==> src/hw/rtl/shebe_pkg.sv <==
package shebe_pkg;

	localparam int ROUNDS_DEF = 12;
	localparam int TDATA_W = 72;

	typedef struct packed {
		logic [63:0] word;
		logic [3:0]  cnt;
		logic        fin;
	} item_t;

	typedef enum logic [2:0] {
		ST_IDLE,
		ST_ACC,
		ST_PAD,
		ST_CMP,
		ST_ADD,
		ST_OUT
	} back_state_t;

	typedef enum logic [1:0] {
		PH_BLOCK,
		PH_PAD,
		PH_N,
		PH_SIGMA
	} phase_t;

	typedef enum logic [1:0] {
		CS_INIT,
		CS_STATE,
		CS_KEY
	} cstep_t;

	localparam logic [7:0] SBOX [256] = '{
		8'd252,8'd238,8'd221,8'd17,8'd207,8'd110,8'd49,8'd22,
		8'd251,8'd196,8'd250,8'd218,8'd35,8'd197,8'd4,8'd77,
		8'd233,8'd119,8'd240,8'd219,8'd147,8'd46,8'd153,8'd186,
		8'd23,8'd54,8'd241,8'd187,8'd20,8'd205,8'd95,8'd193,
		8'd249,8'd24,8'd101,8'd90,8'd226,8'd92,8'd239,8'd33,
		8'd129,8'd28,8'd60,8'd66,8'd139,8'd1,8'd142,8'd79,
		8'd5,8'd132,8'd2,8'd174,8'd227,8'd106,8'd143,8'd160,
		8'd6,8'd11,8'd237,8'd152,8'd127,8'd212,8'd211,8'd31,
		8'd235,8'd52,8'd44,8'd81,8'd234,8'd200,8'd72,8'd171,
		8'd242,8'd42,8'd104,8'd162,8'd253,8'd58,8'd206,8'd204,
		8'd181,8'd112,8'd14,8'd86,8'd8,8'd12,8'd118,8'd18,
		8'd191,8'd114,8'd19,8'd71,8'd156,8'd183,8'd93,8'd135,
		8'd21,8'd161,8'd150,8'd41,8'd16,8'd123,8'd154,8'd199,
		8'd243,8'd145,8'd120,8'd111,8'd157,8'd158,8'd178,8'd177,
		8'd50,8'd117,8'd25,8'd61,8'd255,8'd53,8'd138,8'd126,
		8'd109,8'd84,8'd198,8'd128,8'd195,8'd189,8'd13,8'd87,
		8'd223,8'd245,8'd36,8'd169,8'd62,8'd168,8'd67,8'd201,
		8'd215,8'd121,8'd214,8'd246,8'd124,8'd34,8'd185,8'd3,
		8'd224,8'd15,8'd236,8'd222,8'd122,8'd148,8'd176,8'd188,
		8'd220,8'd232,8'd40,8'd80,8'd78,8'd51,8'd10,8'd74,
		8'd167,8'd151,8'd96,8'd115,8'd30,8'd0,8'd98,8'd68,
		8'd26,8'd184,8'd56,8'd130,8'd100,8'd159,8'd38,8'd65,
		8'd173,8'd69,8'd70,8'd146,8'd39,8'd94,8'd85,8'd47,
		8'd140,8'd163,8'd165,8'd125,8'd105,8'd213,8'd149,8'd59,
		8'd7,8'd88,8'd179,8'd64,8'd134,8'd172,8'd29,8'd247,
		8'd48,8'd55,8'd107,8'd228,8'd136,8'd217,8'd231,8'd137,
		8'd225,8'd27,8'd131,8'd73,8'd76,8'd63,8'd248,8'd254,
		8'd141,8'd83,8'd170,8'd144,8'd202,8'd216,8'd133,8'd97,
		8'd32,8'd113,8'd103,8'd164,8'd45,8'd43,8'd9,8'd91,
		8'd203,8'd155,8'd37,8'd208,8'd190,8'd229,8'd108,8'd82,
		8'd89,8'd166,8'd116,8'd210,8'd230,8'd244,8'd180,8'd192,
		8'd209,8'd102,8'd175,8'd194,8'd57,8'd75,8'd99,8'd182
	};

	localparam logic [63:0] LMAT [64] = '{
		64'h8e20faa72ba0b470,64'h47107ddd9b505a38,64'had08b0e0c3282d1c,64'hd8045870ef14980e,
		64'h6c022c38f90a4c07,64'h3601161cf205268d,64'h1b8e0b0e798c13c8,64'h83478b07b2468764,
		64'ha011d380818e8f40,64'h5086e740ce47c920,64'h2843fd2067adea10,64'h14aff010bdd87508,
		64'h0ad97808d06cb404,64'h05e23c0468365a02,64'h8c711e02341b2d01,64'h46b60f011a83988e,
		64'h90dab52a387ae76f,64'h486dd4151c3dfdb9,64'h24b86a840e90f0d2,64'h125c354207487869,
		64'h092e94218d243cba,64'h8a174a9ec8121e5d,64'h4585254f64090fa0,64'haccc9ca9328a8950,
		64'h9d4df05d5f661451,64'hc0a878a0a1330aa6,64'h60543c50de970553,64'h302a1e286fc58ca7,
		64'h18150f14b9ec46dd,64'h0c84890ad27623e0,64'h0642ca05693b9f70,64'h0321658cba93c138,
		64'h86275df09ce8aaa8,64'h439da0784e745554,64'hafc0503c273aa42a,64'hd960281e9d1d5215,
		64'he230140fc0802984,64'h71180a8960409a42,64'hb60c05ca30204d21,64'h5b068c651810a89e,
		64'h456c34887a3805b9,64'hac361a443d1c8cd2,64'h561b0d22900e4669,64'h2b838811480723ba,
		64'h9bcf4486248d9f5d,64'hc3e9224312c8c1a0,64'heffa11af0964ee50,64'hf97d86d98a327728,
		64'he4fa2054a80b329c,64'h727d102a548b194e,64'h39b008152acb8227,64'h9258048415eb419d,
		64'h492c024284fbaec0,64'haa16012142f35760,64'h550b8e9e21f7a530,64'ha48b474f9ef5dc18,
		64'h70a6a56e2440598e,64'h3853dc371220a247,64'h1ca76e95091051ad,64'h0edd37c48a08a6d8,
		64'h07e095624504536c,64'h8d70c431ac02a736,64'hc83862965601dd1b,64'h641c314b2b8ee083
	};

	// word 7 in the top bits, word 0 in the low bits
	localparam logic [511:0] RC [12] = '{
		{64'hb1085bda1ecadae9,64'hebcb2f81c0657c1f,64'h2f6a76432e45d016,64'h714eb88d7585c4fc,
		 64'h4b7ce09192676901,64'ha2422a08a460d315,64'h05767436cc744d23,64'hdd806559f2a64507},
		{64'h6fa3b58aa99d2f1a,64'h4fe39d460f70b5d7,64'hf3feea720a232b98,64'h61d55e0f16b50131,
		 64'h9ab5176b12d69958,64'h5cb561c2db0aa7ca,64'h55dda21bd7cbcd56,64'he679047021b19bb7},
		{64'hf574dcac2bce2fc7,64'h0a39fc286a3d8435,64'h06f15e5f529c1f8b,64'hf2ea7514b1297b7b,
		 64'hd3e20fe490359eb1,64'hc1c93a376062db09,64'hc2b6f443867adb31,64'h991e96f50aba0ab2},
		{64'hef1fdfb3e81566d2,64'hf948e1a05d71e4dd,64'h488e857e335c3c7d,64'h9d721cad685e353f,
		 64'ha9d72c82ed03d675,64'hd8b71333935203be,64'h3453eaa193e837f1,64'h220cbebc84e3d12e},
		{64'h4bea6bacad474799,64'h9a3f410c6ca92363,64'h7f151c1f1686104a,64'h359e35d7800fffbd,
		 64'hbfcd1747253af5a3,64'hdfff00b723271a16,64'h7a56a27ea9ea63f5,64'h601758fd7c6cfe57},
		{64'hae4faeae1d3ad3d9,64'h6fa4c33b7a3039c0,64'h2d66c4f95142a46c,64'h187f9ab49af08ec6,
		 64'hcffaa6b71c9ab7b4,64'h0af21f66c2bec6b6,64'hbf71c57236904f35,64'hfa68407a46647d6e},
		{64'hf4c70e16eeaac5ec,64'h51ac86febf240954,64'h399ec6c7e6bf87c9,64'hd3473e33197a93c9,
		 64'h0992abc52d822c37,64'h06476983284a0504,64'h3517454ca23c4af3,64'h8886564d3a14d493},
		{64'h9b1f5b424d93c9a7,64'h03e7aa020c6e4141,64'h4eb7f8719c36de1e,64'h89b4443b4ddbc49a,
		 64'hf4892bcb929b0690,64'h69d18d2bd1a5c42f,64'h36acc2355951a8d9,64'ha47f0dd4bf02e71e},
		{64'h378f5a541631229b,64'h944c9ad8ec165fde,64'h3a7d3a1b25894224,64'h3cd955b7e00d0984,
		 64'h800a440bdbb2ceb1,64'h7b2b8a9aa6079c54,64'h0e38dc92cb1f2a60,64'h7261445183235adb},
		{64'habbedea680056f52,64'h382ae548b2e4f3f3,64'h8941e71cff8a78db,64'h1fffe18a1b336103,
		 64'h9fe76702af69334b,64'h7a1e6c303b7652f4,64'h3698fad1153bb6c3,64'h74b4c7fb98459ced},
		{64'h7bcd9ed0efc889fb,64'h3002c6cd635afe94,64'hd8fa6bbbebab0761,64'h2001802114846679,
		 64'h8a1d71efea48b9ca,64'hefbacd1d7d476e98,64'hdea2594ac06fd85d,64'h6bcaa4cd81f32d1b},
		{64'h378ee767f11631ba,64'hd21380b00449b17a,64'hcda43c32bcdf1d77,64'hf82012d430219f9b,
		 64'h5d80ef9d1891cc86,64'he71da4aa88e12852,64'hfaf417d5d9b21b99,64'h48bc924af11bd720}
	};

	function automatic logic [63:0] lin(input logic [63:0] v);
		logic [63:0] r;
		r = '0;
		for (int j = 0; j < 64; j++) begin
			if (v[j]) begin
				r = r ^ LMAT[63 - j];
			end
		end
		return r;
	endfunction

endpackage

==> src/hw/rtl/shebe_front.sv <==
module shebe_front (
	input  logic                 clk,
	input  logic                 arst_n,
	input  logic                 in_valid,
	output logic                 in_ready,
	input  logic [63:0]          in_word,
	input  logic [3:0]           in_cnt,
	input  logic                 in_fin,
	output logic                 q_valid,
	input  logic                 q_pop,
	output shebe_pkg::item_t     q_item
);

	shebe_pkg::item_t mem_q [2];
	logic             wp_q;
	logic             rp_q;
	logic [1:0]       cnt_q;
	logic             push;
	logic             pop;
	shebe_pkg::item_t it;

	assign in_ready = (cnt_q != 2'd2);
	assign q_valid  = (cnt_q != 2'd0);
	assign push     = in_valid && in_ready;
	assign pop      = q_pop && q_valid;
	assign q_item   = mem_q[rp_q];

	// clamp the byte count to one word
	always_comb begin
		it.word = in_word;
		it.cnt  = (in_cnt > 4'd8) ? 4'd8 : in_cnt;
		it.fin  = in_fin;
	end

	always_ff @(posedge clk) begin
		if (push) begin
			mem_q[wp_q] <= it;
		end
	end

	always_ff @(posedge clk or negedge arst_n) begin
		if (!arst_n) begin
			wp_q  <= 1'b0;
			rp_q  <= 1'b0;
			cnt_q <= 2'd0;
		end else begin
			if (push) begin
				wp_q <= ~wp_q;
			end
			if (pop) begin
				rp_q <= ~rp_q;
			end
			if (push && !pop) begin
				cnt_q <= cnt_q + 2'd1;
			end else if (pop && !push) begin
				cnt_q <= cnt_q - 2'd1;
			end
		end
	end

endmodule

==> config.mk <==
export PLATFORM = sky130hd
export DESIGN_NAME = shebe_front
export DESIGN_NICKNAME = d
export VERILOG_FILES = /design/src/hw/rtl/shebe_pkg.sv /design/src/hw/rtl/shebe_front.sv
export SDC_FILE = /design/constraint.sdc
export NUM_CORES = 1
export LEC_CHECK = 0
export ABC_AREA = 1
export BUFFER_PORTS_ARGS = -buffer_cell sky130_fd_sc_hd__buf_2
export CORE_AREA = 3 3 102 104
export CTS_CLUSTER_DIAMETER = 50
export CTS_CLUSTER_SIZE = 16
export DETAILED_ROUTE_END_ITERATION = 16
export DIE_AREA = 0 0 105 107
export PLACE_DENSITY = 0.84
export SYNTH_ARGS = -nofsm -noshare
export SYNTH_HDL_FRONTEND = slang
export SYNTH_SLANG_ARGS = --single-unit
==> constraint.sdc <==
create_clock -name clk -period 10.8 [get_ports clk]
set_input_delay 2.16 -clock clk [delete_from_list [all_inputs] [get_ports clk]]
set_output_delay 2.16 -clock clk [all_outputs]
set_load 0.02 [all_outputs]
==> impl_summary.md <==
Status
The flow ran to the end, and the final reports show no timing, DRC or antenna violations.

Flow run
Across the run, the number of max-cap violations was 0.

Layout
The number of antenna repair diodes is 0. The share of final-layout standard cells stronger than drive strength 1 is 0.322. From synthesis to final layout, the design area changed by 26.2%. For this run, the post-layout net count is 620.

Global route
The total congestion overflow is 0. The number of antenna violations at the first check in global routing is 0. For this run, the total global-route usage over all layers was measured as 0.185.

The most crowded layer after global routing is met2. In the global route stage, met3 resource usage came out at 0.0680. For this run, global-route usage on met2 was measured as 0.310. The first-pass GRT wire length is 15900 um. Entering global routing, the biggest net connects 72 pins. The via count of the first global-routing pass is 3349. For this run, global-route usage on met1 was measured as 0.226.

Route
The remaining design rule violation count is 0. The detail-routed via count per cell is roughly 4.8. The total vias in the final route is 3302. The aggregate routed wire length is between 10000 and 15000 um. The count of nets left with antenna violations once routing finished came out at 0.

The detail-routed net length per standard cell is 14.5 um. The number of DRC markers in iteration 0 is 259. The first detailed-routing pass ran for 4 iterations.

Yosys
The main combinational cell family by area after synthesis is simple AND/OR/NAND/NOR gates. Synthesis produced a little under 400 cells. Of the total synthesized cell area, the portion taken by XOR and XNOR cells is 0.00332. The unique cell type count in the Yosys netlist is 16. The synthesized design spends more area on one cell type than any other, namely edfxtp_1. The area share of the largest cell type after synthesis is 0.786.

Of the synthesized area, sequential elements account for 0.805. In this run, synthesis produced a sequential element count of 142. The net count after synthesis is 471. During synthesis, Yosys emitted a total of 0 warnings. In this run the cell area of the synthesized design comes to 5270 um2. The share of synthesized area spent on multiplexers is 0.

The synthesized-area fraction occupied by ao, oa, aoi and oai cells was 0.00142. By area the synthesized netlist is led by edfxtp_1 (79%), nand2_1 (16%), dfrtp_1 (1.9%). The simple-gate portion of the synthesized area is 0.162. The average instance in the mapped netlist occupies 13.3 um2. The post-synthesis adder-cell area fraction is 0.00237.

Critical path
The worst setup path is launched from a register. Of all nets on the critical path, the largest fanout is about 70. STA classifies the critical path endpoint as an output port.

The worst endpoint data arrival time is 2.41 ns. For this run, the slowest stage of the critical path takes 0.60 ns. The critical path's slowest cell is buf_4. Counting both buffers and inverters, the worst setup path holds a total of 3.

For the worst setup path, the data required time is 8.64 ns. The signal on the critical path passes through buf_4, inv_4, nand2_1, nand2_1, buf_2. The kind of cell with the highest combined delay along the critical path is buffers and inverters.

The dominant cell type by count on the critical path is nand2_1. The category of the critical setup timing path is reg -> out.

Clock tree
The buffer cell driving the clock tree root is clkbuf_8. Post-CTS repair changed the size of 0 cells. CTS saw 142 sinks.

Buffers inserted to repair hold after CTS numbered 0. Once the clock tree was built, the setup fixing pass inserted 0 buffers. The register clock-pin slew on the reported worst setup and hold paths is 0.06 ns. The clock latency at the later pin of the worst-skew pair is 0.51 ns.

The clock passes through at most 2 buffers. TritonCTS built the clock tree. The number of clock buffers added by TritonCTS is 17. The H-tree was split into 4 levels.

Power
The relative contribution of combinational cells to total power is 0.334. The peak supply drop is about 0.00019 V. The areal power density over the cells is about 300 nW/um2.

Of the total power, the share spent switching nets is 0.366. The portion of total power attributed to sequential cells is 0.395. The static leakage is a little under 3 nW. The analysis attributes to net switching a power of roughly 0.73 mW. The internal power contribution is 1.26 mW. The share of total power dissipated in the clock network is 0.272.

STA
The worst pin sits at a relative slew slack of 0.332. The total of endpoints with negative setup slack in the final report is 0. The max-slew violation count came to 0. The clock arrives with 0.00541 ns of skew.

Setup repair after global routing left no endpoint under its margin. The sum of negative setup slack is 0 ns. The count of final hold-check violations came to 0. Timing would allow up to between 200 and 250 MHz. The final hold slack is 0.511 ns. At the pin with the least slew margin, the transition time is 1.00 ns.

The worst path needs around 4.6 ns of the cycle, external delays included. The post-route clock period utilization is 0.423. The final worst slack is 6.23 ns.

Place
The worst-case setup slack after placement is 6.55 ns. The final weighted congestion of routability-driven global placement is 0.736. Input and output buffers added on the ports amount to 143. The HPWL after detailed placement is 6280 um.

Floorplan
The initial utilization of the core area, before any placement, comes to 0.547. The number of placement rows is 36. The number of top-level design ports is 144. The die area is 11200 um2. The die is between 100 and 150 um wide. The floorplan step defined a core boundary enclosing roughly 9600 um2. In this run the vertical extent of the chip is around 110 um.

Hold path
The path category of the worst min-delay check is reg -> reg.
-- power groups by stage --
stage | Combinational (mW) | Clock (mW) | Sequential [mW]
after floorplan | 0.460 | 0 | 0.801
after global placement | 0.661 | 0 | 0.790
after detailed placement | 0.674 | 0 | 0.797
after CTS | 0.677 | 0.550 | 0.787
after global routing | 0.736 | 0.574 | 0.796
final | 0.665 | 0.541 | 0.786
-- registers in the layout, summed over array words and instances (netlist names) --
register	flops
rp_q	1
wp_q	1
cnt_q	2
mem_q	138
-- cell usage after synthesis --
library cell,number
buf_6,1
clkbuf_1,1
buf_2,7
nand2_1,218
nand3_1,2
xor2_1,1
inv_4,1
nor2_1,5
ha_1,1
buf_4,7
nand4_1,1
xnor2_1,1
inv_1,8
edfxtp_1,138
dfrtp_1,4
a21boi_0,1
-- through the flow --
step | cells | cell area [um2] | utilization | power, mW
global route | 692 | 6660 | 0.690 | 2.11
CTS | 692 | 6660 | 0.690 | 2.01
detailed placement | 660 | 6090 | 0.632 | 1.47
finish | 692 | 6660 | 0.690 | 1.99
floorplan | 397 | 5270 | - | 1.26
global placement | 660 | 6090 | 0.632 | 1.45
-- routing by layer --
metal / routed length, um / vias up / share of wire
met2: 5180 / 111 / 0.52
met1: 4120 / 1554 / 0.41
met3: 630 / 11 / 0.063
met5: 0 / - / 0
li1: - / 1626 / -
met4: 84 / 0 / 0.0084
-- worst paths after layout --
check,startpoint,endpoint,slack (ns),cells past startpoint
worst max-delay path,rp_q$_DFFE_PN0P_,q_item[0],6.23,5
worst max register to register,cnt_q[0]$_DFFE_PN0P_,mem_q[1][60]$_DFFE_PP_,8.31,5
worst min register to register,cnt_q[0]$_DFFE_PN0P_,cnt_q[0]$_DFFE_PN0P_,0.51,1
worst min-delay path,cnt_q[0]$_DFFE_PN0P_,cnt_q[0]$_DFFE_PN0P_,0.51,1
min in group asynchronous,arst_n,wp_q$_DFFE_PN0P_,1.44,1
max in group asynchronous,arst_n,rp_q$_DFFE_PN0P_,9.23,1
-- kinds of logic after synthesis --
| kind of cell | Yosys count |
|---|---|
| xor+xnor | 2 |
| buf+inv | 25 |
| fa+ha+maj | 1 |
| compound gates | 1 |
| simple gates | 226 |
| flops | 142 |
-- cells in the final DEF, fill, tap and decap left out, types with 2 or more instances in the layout --
| cell | instances |
|---|---|
| buf_2 | 143 |
| clkinv_4 | 2 |
| nand2_1 | 218 |
| dfrtp_1 | 3 |
| clkbuf_16 | 16 |
| nor2_4 | 2 |
| clkinvlp_4 | 6 |
| buf_4 | 3 |
| edfxtp_1 | 138 |
| nand3_1 | 2 |
| inv_1 | 8 |
| bufinv_16 | 2 |
| clkinv_2 | 2 |
| nor2_1 | 3 |
-- area by class of cell --
| type | count | area, um2 |
|---|---|---|
| inverters | 9 | 36.3 |
| repair buffers | 146 | 738 |
| flip-flops and latches | 142 | 4250 |
| well taps | 133 | 166 |
| clock buffers | 18 | 418 |
| multi-input cells | 230 | 906 |
| clock inverters | 14 | 145 |
| fillers | 699 | 2980 |
Note: power is estimated with default switching activity, not from simulation.
